<file path="src/design/fba_pkg.sv">
`timescale 1ns / 1ps
`default_nettype none

package fba_pkg;

  typedef enum logic [1:0] {
    OP_ALLOC   = 2'd0,
    OP_FREE    = 2'd1,
    OP_REALLOC = 2'd2,
    OP_DEFRAG  = 2'd3
  } op_e;

  typedef enum logic [1:0] {
    ST_OK      = 2'd0,
    ST_NOMEM   = 2'd1,
    ST_BADFREE = 2'd2,
    ST_BADREQ  = 2'd3
  } status_e;

  typedef enum logic [6:0] {
    S_IDLE  = 7'b0000001,
    S_ESCAN = 7'b0000010,
    S_RUN   = 7'b0000100,
    S_MARK  = 7'b0001000,
    S_ESEL  = 7'b0010000,
    S_EMIT  = 7'b0100000,
    S_DFILL = 7'b1000000
  } state_e;

  // What follows once the current bitmap sweep is complete.
  typedef enum logic [2:0] {
    J_ALLOC  = 3'd0,
    J_MOVE1  = 3'd1,
    J_MOVE2  = 3'd2,
    J_FREE   = 3'd3,
    J_SHRINK = 3'd4,
    J_GROW   = 3'd5
  } job_e;

  typedef struct packed {
    status_e    status;
    logic [7:0] res;
    logic [7:0] src;
    logic [8:0] mlen;
    logic       moved;
    logic       last;
  } result_t;

  function automatic result_t mk_result(status_e st, logic [7:0] res);
    result_t r;
    r        = '0;
    r.status = st;
    r.res    = res;
    r.last   = 1'b1;
    return r;
  endfunction

endpackage

`default_nettype wire

</file>
<file path="src/design/first_fit_bitmap_allocator_core.sv">
`timescale 1ns / 1ps
`default_nettype none

// First-fit pool allocator with an allocation table and compaction.
// Requests enter on the s_axis channel (operation in tuser, fields in tdata)
// and results leave on m_axis; tlast marks the final result of a request.
// Only one request is in work at a time; s_axis_tready is high while idle.
// The used/free bitmap sits in a RAM of 16-unit words (8 for tiny pools) and
// the table in a second RAM, each read one word or entry per cycle.
// A request takes a table scan, a bitmap search where it needs a new run and
// read-modify-write sweeps of the bitmap (a check sweep for growth in place,
// two for a move). Defrag makes one table pass per live entry, one more
// table pass and then a bitmap rewrite of one word a cycle. After reset the
// bitmap is cleared before the first request is taken. A finished result
// waits in the output register; a stalled receiver holds the block only when
// the next result is ready, and a new request can be taken while that result
// still waits.
module first_fit_bitmap_allocator_core
  import fba_pkg::*;
#(
  parameter int POOL_UNITS  = 256,
  parameter int MAX_ENTRIES = 16
) (
  input  wire         clk_i,
  input  wire         rst_ni,
  input  wire         s_axis_tvalid,
  output logic        s_axis_tready,
  // offset [7:0], length [16:8], new_length [25:17], zero [31:26]
  input  wire  [31:0] s_axis_tdata,
  // operation [1:0]
  input  wire  [1:0]  s_axis_tuser,
  output logic        m_axis_tvalid,
  input  wire         m_axis_tready,
  // status [1:0], result_offset [9:2], source_offset [17:10],
  // move_length [26:18], moved [27], zero [31:28]
  output logic [31:0] m_axis_tdata,
  output logic        m_axis_tlast
);

  localparam int W    = (POOL_UNITS >= 16) ? 16 : 8;
  localparam int LW   = $clog2(W);
  localparam int NW   = (POOL_UNITS + W - 1) / W;
  localparam int NWB  = (NW > 1) ? $clog2(NW) : 1;
  localparam int NWC  = $clog2(NW + 1);
  localparam int UW   = $clog2(POOL_UNITS + 1);
  localparam int EW   = $clog2(POOL_UNITS + 768);
  localparam int RNW  = $clog2(POOL_UNITS + W + 512);
  localparam int OW   = $clog2(POOL_UNITS);
  localparam int EIW  = (MAX_ENTRIES > 1) ? $clog2(MAX_ENTRIES) : 1;
  localparam int ECW  = $clog2(MAX_ENTRIES + 1);
  localparam int EDW  = OW + 9;

  state_e           state_q, state_d, ret_q, ret_d;
  op_e              op_q, op_d;
  job_e             job_q, job_d;
  logic [7:0]       off_q, off_d;
  logic [8:0]       len_q, len_d, n_q, n_d;
  logic             alloc_q, alloc_d, def_q, def_d;
  logic [EIW-1:0]   slot_q, slot_d;
  logic [OW-1:0]    start_q, start_d;
  logic [MAX_ENTRIES-1:0] valid_q, valid_d, done_q, done_d;
  logic [ECW-1:0]   cnt_q, cnt_d, k_q, k_d, ei_q, ei_d;
  logic [UW-1:0]    dest_q, dest_d;
  result_t          res_q, res_d, out_q, out_d;
  logic             out_v_q, out_v_d;
  logic             ep_v_q, ep_v_d;
  logic [EIW-1:0]   ep_idx_q, ep_idx_d, bidx_q, bidx_d;
  logic             bfound_q, bfound_d;
  logic [OW-1:0]    boff_q, boff_d;
  logic [8:0]       blen_q, blen_d;
  logic [NWC-1:0]   rw_q, rw_d, mw_q, mw_d, fw_q, fw_d;
  logic             rp_v_q, rp_v_d, mp_v_q, mp_v_d;
  logic [NWB-1:0]   rp_w_q, rp_w_d, mp_w_q, mp_w_d;
  logic [RNW-1:0]   run_q, run_d;
  logic [EW-1:0]    ms_q, ms_d, me_q, me_d;
  logic             mv_q, mv_d, chk_q, chk_d, mact_q, mact_d, fail_q, fail_d;

  logic             bm_we;
  logic [NWB-1:0]   bm_waddr, bm_raddr;
  logic [W-1:0]     bm_wdata, bm_rdata;
  logic             en_we;
  logic [EIW-1:0]   en_waddr, en_raddr;
  logic [EDW-1:0]   en_wdata, en_rdata;

  fba_ram #(.WIDTH(W), .DEPTH(NW)) u_bitmap (
    .clk_i   (clk_i),
    .we_i    (bm_we),
    .waddr_i (bm_waddr),
    .wdata_i (bm_wdata),
    .raddr_i (bm_raddr),
    .rdata_o (bm_rdata)
  );

  fba_ram #(.WIDTH(EDW), .DEPTH(MAX_ENTRIES)) u_table (
    .clk_i   (clk_i),
    .we_i    (en_we),
    .waddr_i (en_waddr),
    .wdata_i (en_wdata),
    .raddr_i (en_raddr),
    .rdata_o (en_rdata)
  );

  logic [OW-1:0] e_off;
  logic [8:0]    e_len;
  logic [EW-1:0] off_e, dest_e, start_e, m_last;

  assign e_off   = en_rdata[OW-1:0];
  assign e_len   = en_rdata[EDW-1:OW];
  assign off_e   = EW'(off_q);
  assign dest_e  = EW'(dest_q);
  assign start_e = EW'(start_q);
  assign m_last  = (me_q - EW'(1)) >> LW;

  // Word masks for the sweep, the search and the defrag rewrite.
  logic [W-1:0] m_mask, fill_word, used_w;
  always_comb begin
    logic [EW-1:0] mi, fi, ri;
    for (int b = 0; b < W; b++) begin
      mi = (EW'(mp_w_q) << LW) + EW'(b);
      fi = (EW'(fw_q) << LW) + EW'(b);
      ri = (EW'(rp_w_q) << LW) + EW'(b);
      m_mask[b]    = (mi >= ms_q) && (mi < me_q);
      fill_word[b] = fi < dest_e;
      used_w[b]    = (ri >= EW'(POOL_UNITS)) || bm_rdata[b];
    end
  end

  // First position in this word where the free run reaches the request.
  logic           rf_hit;
  logic [LW-1:0]  rf_pos;
  logic [RNW-1:0] rf_run;
  logic [EW-1:0]  rf_start;
  always_comb begin
    logic [LW:0]    lst;
    logic [RNW-1:0] cur;
    rf_hit = 1'b0;
    rf_pos = '0;
    rf_run = '0;
    for (int j = 0; j < W; j++) begin
      lst = '0;
      for (int k = 0; k < W; k++) begin
        if (k <= j && used_w[k]) begin
          lst = (LW + 1)'(k + 1);
        end
      end
      if (lst == '0) begin
        cur = run_q + RNW'(j + 1);
      end else begin
        cur = RNW'(j + 1) - RNW'(lst);
      end
      if (!rf_hit && cur >= RNW'(n_q)) begin
        rf_hit = 1'b1;
        rf_pos = LW'(j);
      end
      if (j == W - 1) begin
        rf_run = cur;
      end
    end
    rf_start = (EW'(rp_w_q) << LW) + EW'(rf_pos) + EW'(1) - EW'(n_q);
  end

  logic in_acc;
  assign in_acc        = s_axis_tvalid && s_axis_tready;
  assign s_axis_tready = (state_q == S_IDLE);

  always_comb begin
    logic          ld_mark, ld_v, ld_chk, run_go, cand, f_found;
    logic [EW-1:0] ld_s, ld_e, ld_clip;
    logic [EIW-1:0] f_idx;
    logic [OW-1:0] f_off;
    logic [8:0]    f_len;
    logic [8:0]    in_len, in_n;
    op_e           in_op;

    state_d  = state_q;  ret_d    = ret_q;   op_d     = op_q;    job_d  = job_q;
    off_d    = off_q;    len_d    = len_q;   n_d      = n_q;     alloc_d = alloc_q;
    def_d    = def_q;    slot_d   = slot_q;  start_d  = start_q;
    valid_d  = valid_q;  done_d   = done_q;  cnt_d    = cnt_q;   k_d    = k_q;
    ei_d     = ei_q;     dest_d   = dest_q;  res_d    = res_q;   out_d  = out_q;
    ep_v_d   = ep_v_q;   ep_idx_d = ep_idx_q; bidx_d  = bidx_q;  bfound_d = bfound_q;
    boff_d   = boff_q;   blen_d   = blen_q;  rw_d     = rw_q;    mw_d   = mw_q;
    fw_d     = fw_q;     rp_v_d   = rp_v_q;  mp_v_d   = mp_v_q;  rp_w_d = rp_w_q;
    mp_w_d   = mp_w_q;   run_d    = run_q;   ms_d     = ms_q;    me_d   = me_q;
    mv_d     = mv_q;     chk_d    = chk_q;   mact_d   = mact_q;  fail_d = fail_q;
    out_v_d  = out_v_q && !m_axis_tready;

    ld_mark = 1'b0; ld_v = 1'b0; ld_chk = 1'b0; ld_s = '0; ld_e = '0; run_go = 1'b0;
    cand = 1'b0; f_found = 1'b0; f_idx = bidx_q; f_off = boff_q; f_len = blen_q;
    ld_clip = '0;
    in_op  = op_e'(s_axis_tuser);
    in_len = s_axis_tdata[16:8];
    in_n   = s_axis_tdata[25:17];

    bm_we = 1'b0; bm_waddr = mp_w_q; bm_wdata = '0; bm_raddr = '0;
    en_we = 1'b0; en_waddr = slot_q; en_wdata = {n_q, start_q}; en_raddr = '0;

    case (state_q)
      S_IDLE: begin
        if (in_acc) begin
          op_d   = in_op;
          off_d  = s_axis_tdata[7:0];
          len_d  = in_len;
          n_d    = in_n;
          ei_d   = '0;
          ep_v_d = 1'b0;
          if (in_op == OP_DEFRAG) begin
            bfound_d = 1'b0;
            done_d   = '0;
            k_d      = '0;
            dest_d   = '0;
            def_d    = 1'b1;
            state_d  = S_ESEL;
          end else if (in_op == OP_ALLOC || (in_op == OP_REALLOC && in_len == '0)) begin
            alloc_d = 1'b1;
            if (in_n == '0) begin
              res_d   = mk_result(ST_BADREQ, 8'd0);
              ret_d   = S_IDLE;
              state_d = S_EMIT;
            end else begin
              state_d = S_ESCAN;
            end
          end else begin
            alloc_d = 1'b0;
            state_d = S_ESCAN;
          end
        end
      end

      S_ESCAN: begin
        if (ei_q < ECW'(MAX_ENTRIES)) begin
          en_raddr = ei_q[EIW-1:0];
          ep_v_d   = 1'b1;
          ep_idx_d = ei_q[EIW-1:0];
          ei_d     = ei_q + ECW'(1);
        end else begin
          ep_v_d = 1'b0;
        end
        if (ep_v_q) begin
          if (alloc_q) begin
            cand = !valid_q[ep_idx_q];
          end else begin
            cand = valid_q[ep_idx_q] && (EW'(e_off) == off_e) && (e_len == len_q);
          end
          if (cand) begin
            slot_d = ep_idx_q;
            ep_v_d = 1'b0;
            if (alloc_q) begin
              run_go = 1'b1;
            end else if (op_q == OP_FREE) begin
              ld_mark = 1'b1;
              ld_s    = off_e;
              ld_e    = off_e + EW'(len_q);
              job_d   = J_FREE;
            end else if (n_q <= len_q) begin
              ld_mark = 1'b1;
              ld_s    = off_e + EW'(n_q);
              ld_e    = off_e + EW'(len_q);
              job_d   = J_SHRINK;
            end else if (off_e + EW'(n_q) <= EW'(POOL_UNITS)) begin
              // Growth in place needs the units just past the end to be free.
              ld_mark = 1'b1;
              ld_chk  = 1'b1;
              ld_s    = off_e + EW'(len_q);
              ld_e    = off_e + EW'(n_q);
            end else begin
              run_go = 1'b1;
            end
          end else if (ep_idx_q == EIW'(MAX_ENTRIES - 1)) begin
            res_d   = mk_result(alloc_q ? ST_BADREQ : ST_BADFREE, 8'd0);
            ret_d   = S_IDLE;
            state_d = S_EMIT;
          end
        end
      end

      S_RUN: begin
        if (rw_q < NWC'(NW)) begin
          bm_raddr = rw_q[NWB-1:0];
          rp_v_d   = 1'b1;
          rp_w_d   = rw_q[NWB-1:0];
          rw_d     = rw_q + NWC'(1);
        end else begin
          rp_v_d = 1'b0;
        end
        if (rp_v_q) begin
          if (rf_hit) begin
            start_d = rf_start[OW-1:0];
            ld_mark = 1'b1;
            ld_v    = 1'b1;
            ld_s    = rf_start;
            ld_e    = rf_start + EW'(n_q);
            job_d   = alloc_q ? J_ALLOC : J_MOVE1;
          end else begin
            run_d = rf_run;
            if (rp_w_q == NWB'(NW - 1)) begin
              res_d   = mk_result(ST_NOMEM, 8'd0);
              ret_d   = S_IDLE;
              state_d = S_EMIT;
            end
          end
        end
      end

      S_MARK: begin
        if (mact_q) begin
          bm_raddr = mw_q[NWB-1:0];
          mp_v_d   = 1'b1;
          mp_w_d   = mw_q[NWB-1:0];
          mw_d     = mw_q + NWC'(1);
          if (EW'(mw_q) == m_last) begin
            mact_d = 1'b0;
          end
        end else begin
          mp_v_d = 1'b0;
        end
        if (mp_v_q) begin
          if (chk_q) begin
            if (|(bm_rdata & m_mask)) begin
              fail_d = 1'b1;
            end
          end else begin
            bm_we    = 1'b1;
            bm_waddr = mp_w_q;
            bm_wdata = mv_q ? (bm_rdata | m_mask) : (bm_rdata & ~m_mask);
          end
        end
        if (!mact_q && !mp_v_q) begin
          if (chk_q) begin
            if (fail_q) begin
              run_go = 1'b1;
            end else begin
              ld_mark = 1'b1;
              ld_v    = 1'b1;
              ld_s    = off_e + EW'(len_q);
              ld_e    = off_e + EW'(n_q);
              job_d   = J_GROW;
            end
          end else begin
            ret_d = S_IDLE;
            case (job_q)
              J_ALLOC: begin
                en_we           = 1'b1;
                valid_d[slot_q] = 1'b1;
                cnt_d           = cnt_q + ECW'(1);
                res_d           = mk_result(ST_OK, start_e[7:0]);
                state_d         = S_EMIT;
              end
              J_MOVE1: begin
                // New run is held; now release the old one.
                ld_mark = 1'b1;
                ld_s    = off_e;
                ld_e    = off_e + EW'(len_q);
                job_d   = J_MOVE2;
              end
              J_MOVE2: begin
                en_we       = 1'b1;
                res_d       = mk_result(ST_OK, start_e[7:0]);
                res_d.src   = off_q;
                res_d.mlen  = len_q;
                res_d.moved = 1'b1;
                state_d     = S_EMIT;
              end
              J_FREE: begin
                valid_d[slot_q] = 1'b0;
                cnt_d           = cnt_q - ECW'(1);
                res_d           = mk_result(ST_OK, off_q);
                state_d         = S_EMIT;
              end
              J_SHRINK: begin
                if (n_q == '0) begin
                  valid_d[slot_q] = 1'b0;
                  cnt_d           = cnt_q - ECW'(1);
                end else begin
                  en_we    = 1'b1;
                  en_wdata = {n_q, off_e[OW-1:0]};
                end
                res_d   = mk_result(ST_OK, off_q);
                state_d = S_EMIT;
              end
              J_GROW: begin
                en_we    = 1'b1;
                en_wdata = {n_q, off_e[OW-1:0]};
                res_d    = mk_result(ST_OK, off_q);
                state_d  = S_EMIT;
              end
              default: begin
                state_d = S_IDLE;
              end
            endcase
          end
        end
      end

      S_ESEL: begin
        if (ei_q < ECW'(MAX_ENTRIES)) begin
          en_raddr = ei_q[EIW-1:0];
          ep_v_d   = 1'b1;
          ep_idx_d = ei_q[EIW-1:0];
          ei_d     = ei_q + ECW'(1);
        end else begin
          ep_v_d = 1'b0;
        end
        if (ep_v_q) begin
          cand    = valid_q[ep_idx_q] && !done_q[ep_idx_q] && (!bfound_q || e_off < boff_q);
          f_found = bfound_q || cand;
          if (cand) begin
            f_idx = ep_idx_q;
            f_off = e_off;
            f_len = e_len;
          end
          bfound_d = f_found;
          bidx_d   = f_idx;
          boff_d   = f_off;
          blen_d   = f_len;
          if (ep_idx_q == EIW'(MAX_ENTRIES - 1)) begin
            ei_d     = '0;
            ep_v_d   = 1'b0;
            bfound_d = 1'b0;
            if (f_found) begin
              done_d[f_idx] = 1'b1;
              en_we         = 1'b1;
              en_waddr      = f_idx;
              en_wdata      = {f_len, dest_e[OW-1:0]};
              k_d           = k_q + ECW'(1);
              dest_d        = dest_q + UW'(f_len);
              res_d         = '0;
              res_d.status  = ST_OK;
              res_d.res     = dest_e[7:0];
              res_d.last    = (k_q + ECW'(1)) == cnt_q;
              if (EW'(f_off) != dest_e) begin
                res_d.src   = 8'(EW'(f_off));
                res_d.mlen  = f_len;
                res_d.moved = 1'b1;
              end
              ret_d   = S_ESEL;
              state_d = S_EMIT;
            end else begin
              fw_d    = '0;
              state_d = S_DFILL;
            end
          end
        end
      end

      S_EMIT: begin
        if (!out_v_q || m_axis_tready) begin
          out_d   = res_q;
          out_v_d = 1'b1;
          state_d = ret_q;
        end
      end

      S_DFILL: begin
        bm_we    = 1'b1;
        bm_waddr = fw_q[NWB-1:0];
        bm_wdata = fill_word;
        fw_d     = fw_q + NWC'(1);
        if (fw_q == NWC'(NW - 1)) begin
          def_d = 1'b0;
          if (def_q && k_q == '0) begin
            res_d   = mk_result(ST_OK, 8'd0);
            ret_d   = S_IDLE;
            state_d = S_EMIT;
          end else begin
            state_d = S_IDLE;
          end
        end
      end

      default: begin
        state_d = S_IDLE;
      end
    endcase

    if (ld_mark) begin
      ld_clip = (ld_e > EW'(POOL_UNITS)) ? EW'(POOL_UNITS) : ld_e;
      ms_d    = ld_s;
      me_d    = ld_clip;
      mv_d    = ld_v;
      chk_d   = ld_chk;
      fail_d  = 1'b0;
      mp_v_d  = 1'b0;
      mw_d    = NWC'(ld_s >> LW);
      mact_d  = ld_s < ld_clip;
      state_d = S_MARK;
    end

    if (run_go) begin
      if (EW'(n_q) > EW'(POOL_UNITS)) begin
        res_d   = mk_result(ST_NOMEM, 8'd0);
        ret_d   = S_IDLE;
        state_d = S_EMIT;
      end else begin
        rw_d    = '0;
        rp_v_d  = 1'b0;
        run_d   = '0;
        state_d = S_RUN;
      end
    end
  end

  always_ff @(posedge clk_i or negedge rst_ni) begin
    if (!rst_ni) begin
      state_q  <= S_DFILL;
      ret_q    <= S_IDLE;
      job_q    <= J_ALLOC;
      op_q     <= OP_ALLOC;
      alloc_q  <= 1'b0;
      def_q    <= 1'b0;
      valid_q  <= '0;
      done_q   <= '0;
      cnt_q    <= '0;
      k_q      <= '0;
      ei_q     <= '0;
      dest_q   <= '0;
      out_v_q  <= 1'b0;
      ep_v_q   <= 1'b0;
      bfound_q <= 1'b0;
      rw_q     <= '0;
      mw_q     <= '0;
      fw_q     <= '0;
      rp_v_q   <= 1'b0;
      mp_v_q   <= 1'b0;
      chk_q    <= 1'b0;
      mact_q   <= 1'b0;
      fail_q   <= 1'b0;
    end else begin
      state_q  <= state_d;
      ret_q    <= ret_d;
      job_q    <= job_d;
      op_q     <= op_d;
      alloc_q  <= alloc_d;
      def_q    <= def_d;
      valid_q  <= valid_d;
      done_q   <= done_d;
      cnt_q    <= cnt_d;
      k_q      <= k_d;
      ei_q     <= ei_d;
      dest_q   <= dest_d;
      out_v_q  <= out_v_d;
      ep_v_q   <= ep_v_d;
      bfound_q <= bfound_d;
      rw_q     <= rw_d;
      mw_q     <= mw_d;
      fw_q     <= fw_d;
      rp_v_q   <= rp_v_d;
      mp_v_q   <= mp_v_d;
      chk_q    <= chk_d;
      mact_q   <= mact_d;
      fail_q   <= fail_d;
    end
  end

  always_ff @(posedge clk_i) begin
    off_q    <= off_d;
    len_q    <= len_d;
    n_q      <= n_d;
    slot_q   <= slot_d;
    start_q  <= start_d;
    res_q    <= res_d;
    out_q    <= out_d;
    ep_idx_q <= ep_idx_d;
    bidx_q   <= bidx_d;
    boff_q   <= boff_d;
    blen_q   <= blen_d;
    rp_w_q   <= rp_w_d;
    mp_w_q   <= mp_w_d;
    run_q    <= run_d;
    ms_q     <= ms_d;
    me_q     <= me_d;
    mv_q     <= mv_d;
  end

  assign m_axis_tvalid = out_v_q;
  assign m_axis_tdata  = {4'b0000, out_q.moved, out_q.mlen, out_q.src, out_q.res,
                          out_q.status};
  assign m_axis_tlast  = out_q.last;

endmodule

`default_nettype wire

</file>
<file path="src/design/fba_ram.sv">
`timescale 1ns / 1ps
`default_nettype none

module fba_ram #(
  parameter int WIDTH = 16,
  parameter int DEPTH = 16
) (
  input  wire                                    clk_i,
  input  wire                                    we_i,
  input  wire  [(DEPTH > 1 ? $clog2(DEPTH) : 1)-1:0] waddr_i,
  input  wire  [WIDTH-1:0]                       wdata_i,
  input  wire  [(DEPTH > 1 ? $clog2(DEPTH) : 1)-1:0] raddr_i,
  output logic [WIDTH-1:0]                       rdata_o
);

  logic [WIDTH-1:0] mem_q [DEPTH];
  logic [WIDTH-1:0] rdata_q;

  always_ff @(posedge clk_i) begin
    if (we_i) begin
      mem_q[waddr_i] <= wdata_i;
    end
    rdata_q <= mem_q[raddr_i];
  end

  assign rdata_o = rdata_q;

endmodule

`default_nettype wire
</file>
<file path="config.mk">
export PLATFORM = sky130hd
export DESIGN_NAME = first_fit_bitmap_allocator_core
export DESIGN_NICKNAME = d
export VERILOG_FILES = /design/src/design/fba_pkg.sv /design/src/design/first_fit_bitmap_allocator_core.sv /design/src/design/fba_ram.sv
export SDC_FILE = /design/constraint.sdc
export NUM_CORES = 2
export LEC_CHECK = 0
export ABC_AREA = 1
export BUFFER_PORTS_ARGS = -buffer_cell sky130_fd_sc_hd__buf_2
export CORE_UTILIZATION = 55
export CTS_CLUSTER_DIAMETER = 50
export DETAILED_ROUTE_END_ITERATION = 7
export PLACE_DENSITY_LB_ADDON = 0.3
export SLEW_MARGIN = 40
export SYNTH_ARGS = -nofsm -noshare
export SYNTH_HDL_FRONTEND = slang
export SYNTH_SLANG_ARGS = --single-unit
</file>
<file path="constraint.sdc">
create_clock -name clk_i -period 14.75 [get_ports clk_i]
set_clock_uncertainty 0.2 [all_clocks]
set_input_delay 2.95 -clock clk_i [delete_from_list [all_inputs] [get_ports clk_i]]
set_output_delay 2.95 -clock clk_i [all_outputs]
set_load 0.005 [all_outputs]
</file>
==> impl_results.md <==
* Share of layout cells above drive strength 1 at 10.06%
* Clock sink count at 821
* Worst path required time at 15.15 ns
* Synthesized flop and latch total at 821
* Initial Util at 55.81%
* Setup TNS Final at 0 ns
* Post-CTS Resized at 0
* Cells after Synth at 4736
* Synth cell types at 81
* GRT overflow at 0
* Die Wd at 288.6 µm
* Number of top-level pins at 73
* DRT Pass-1 Iters at 6
* Final Max Slew Viols at 0
* Postcts setup bufs at 0
* Cell with the most instances on the worst path: nand2_1
* Worst Path Arrival at 10.86 ns
* Clk buf depth at 3
* Final Setup Violations at 0
* Hold Crit Class: reg -> reg
* CP startpoint kind: flip-flop
* Ys async rst share at 12.18%
* DRC Markers at 0
* Post-Route WL at 133500 µm
* Die H at 288.6 µm
* Vias in the first global route at 34100
* DP Area at 0.04705 mm²
* Status: complete, no violations
* Crit path buffers/inverters at 5
* Highest clock rate at 95.60 MHz
* CTS tree: yes
* Drt wl/cell at 22.37 µm
* Final min period at 10.46 ns
* Global-route wire length before repair at 201700 µm
* Largest net degree at the start of global routing at 98
* Final std cells w/o fill at 5965
* Slowest-stage cell, CP: dfxtp_1
* Worst skew pair latency at 0.69 ns
* Power after layout at 10.51 mW
* Core area at 0.08094 mm²
* Max IR drop VDD at 0.0001864 V
* Global Route Usage Sum at 32.01%
* Mapped Area at 0.04517 mm²
* CTS Buf Count at 93
* Leak at 19.60 nW
* Routability cong. at 1.046
* Placed instance count at 5786
* Initial antenna violation count at 7
* Fillers at 6662
* Post-synth EDFFs at 649
* Max_cap viols at 0
* Area Growth Syn to Fin at 10.98%
* Synth warn at 0
* Nets at 5139
* Hold Vio Cnt, Final at 0
* H-tree depth at 3
* Crit path largest cell delay at 0.78 ns
* Mean Syn Cell Area at 9.538 µm²
* IO buf count at 62
* DIE AREA at 0.08328 mm²
* Pwr Density at 209.7 mW/mm²
* Root buffer cell: clkbuf_16
* Final Instance Area at 0.05013 mm²
* Worst setup EP type: flip-flop
* Post-synth top flop: edfxtp_1
* Vias/cell at 6.119
* DRT iter0 DRCs at 4463
* Part of the cycle the worst path needs at 70.92%
* Worst-margin pin slew at 1.009 ns
* Dominant delay contributor by cell family on the critical path: simple AND/OR/NAND/NOR gates
* Clock transition at the registers of the reported paths at 0.06 ns
* Hold-fix buffers, CTS at 0
* Kind of critical path: reg -> reg
* Antenna viol nets, final at 0
* Hpwl dp at 91510 µm
* Site Rows at 104
* Seq/Total Area, Yosys at 51.88%
* CP max FO at 10
* Routed vias at 36500
* RSZ-0062 raised after global routing: no
* Slew headroom at 31.85%
## report_power, final
group          switching [mW]  internal, mW
combinational            3.51          1.75
clock                   0.995          1.27
sequential              0.236          2.76
total                    4.74          5.77
## flip-flops by register name (all words and copies together) (netlist names), 7 cells and up, named ones only
name,cells
dest_q,9
ret_q,7
blen_q,9
start_q,8
me_q,10
m_axis_tdata,28
u_table.mem_q,272
done_q,16
off_q,8
len_q,9
boff_q,8
n_q,9
ms_q,10
u_table.rdata_o,17
u_bitmap.rdata_o,16
run_q,10
state_q,7
u_bitmap.mem_q,256
res_q,29
## synthesized netlist by cell type, types with 22 or more instances
cell      count  area share [%]
a21oi_1     269             3.0
a31oi_1      27            0.37
edfxtp_1    649              43
inv_1       506             4.2
mux2i_1      44            0.97
ha_1        274             7.6
nand3_1     101             1.1
or2_2        27            0.37
clkbuf_1    134             1.1
o211ai_1     48            0.80
xor2_1      103             2.0
o22ai_1      76             1.1
nand4_1      40            0.55
o32ai_1      84             1.6
dfrtp_1      98             5.4
dfxtp_1      72             3.2
nor2_1      719             6.0
o21ai_0     458             5.1
nand2_1     550             4.6
nor3_1       66            0.73
inv_2        22            0.18
o221ai_1     66             1.3
## metal layers
metal	GRT usage (%)	wire, µm
met1	44.66	55010
met2	48.59	58770
met3	6.840	14110
met4	13.25	5537
met5	0	32
## path summary, 6_finish.rpt
kind	startpoint	end	slack, ns	cells past startpoint
worst min-delay path	res_q[14]	m_axis_tdata[13]	0.26	0
min in group asynchronous	rst_ni	state_q[2]	2.10	1
worst min register to register	res_q[14]	m_axis_tdata[13]	0.26	0
max in group asynchronous	rst_ni	async pin	11.25	2
worst max register to register	run_q[5]	mact_q	4.29	51
worst max-delay path	run_q[5]	mact_q	4.29	51
## kinds of logic after synthesis
kind of cell | share of synthesized area [%]
adders and majority gates | 7.855
xor gates and xnor gates | 2.404
other | 0.01663
and+or+nand+nor | 14.88
buffers and inverters | 6.135
DFF | 51.88
AOI/OAI and AO/OA | 15.78
muxes | 1.050
## worst register-to-register path: cells and delay by family, from the launching register on
kind | cells | cell delay [ns]
AO/OA/AOI/OAI | 12 | 2.41
adder cells (fa/ha/maj) | 7 | 2.51
AND/OR/NAND/NOR | 25 | 3.45
buffers and inverters | 5 | 0.45
XOR/XNOR | 2 | 0.61
flip-flops | 1 | 0.78
## final cells by class
cell class              count  area [µm²]  area share, %
inverters                 543        2053          4.096
repair buffers            154        1010          2.014
multi-input cells        3208       19260          38.42
diodes                      5       12.51        0.02496
well taps                1060        1326          2.646
flip-flops and latches    821       23440          46.75
clock inverters            62       626.9          1.250
clock buffers             112        2409          4.804
## stage by stage
stage	util (%)	setup slack (ns)	hold slack [ns]
final	61.94	4.290	0.2594
after global routing	61.93	3.699	0.2624
after CTS	61.88	4.636	0.2570
after detailed placement	58.13	4.667	0.2377
after global placement	57.99	4.785	0.2340
after floorplan	-	6.844	0.2206
## cells in the final DEF, fill, tap and decap left out, drive strengths merged, types with 19 or more instances in the layout
cell and count:
a211oi 19, a21oi 275, a22oi 19, a31oi 27, buf 154, clkbuf 112, clkinv 49, dfrtp 98
dfxtp 72, edfxtp 649, ha 274, inv 545, mux2i 44, nand2 578, nand3 107, nand4 42
nor2 741, nor3 66, o211ai 48, o21ai 466, o221ai 66, o22ai 76, o32ai 84, or2 27
xnor2 21, xor2 103
(Power assumes the default switching activity.)
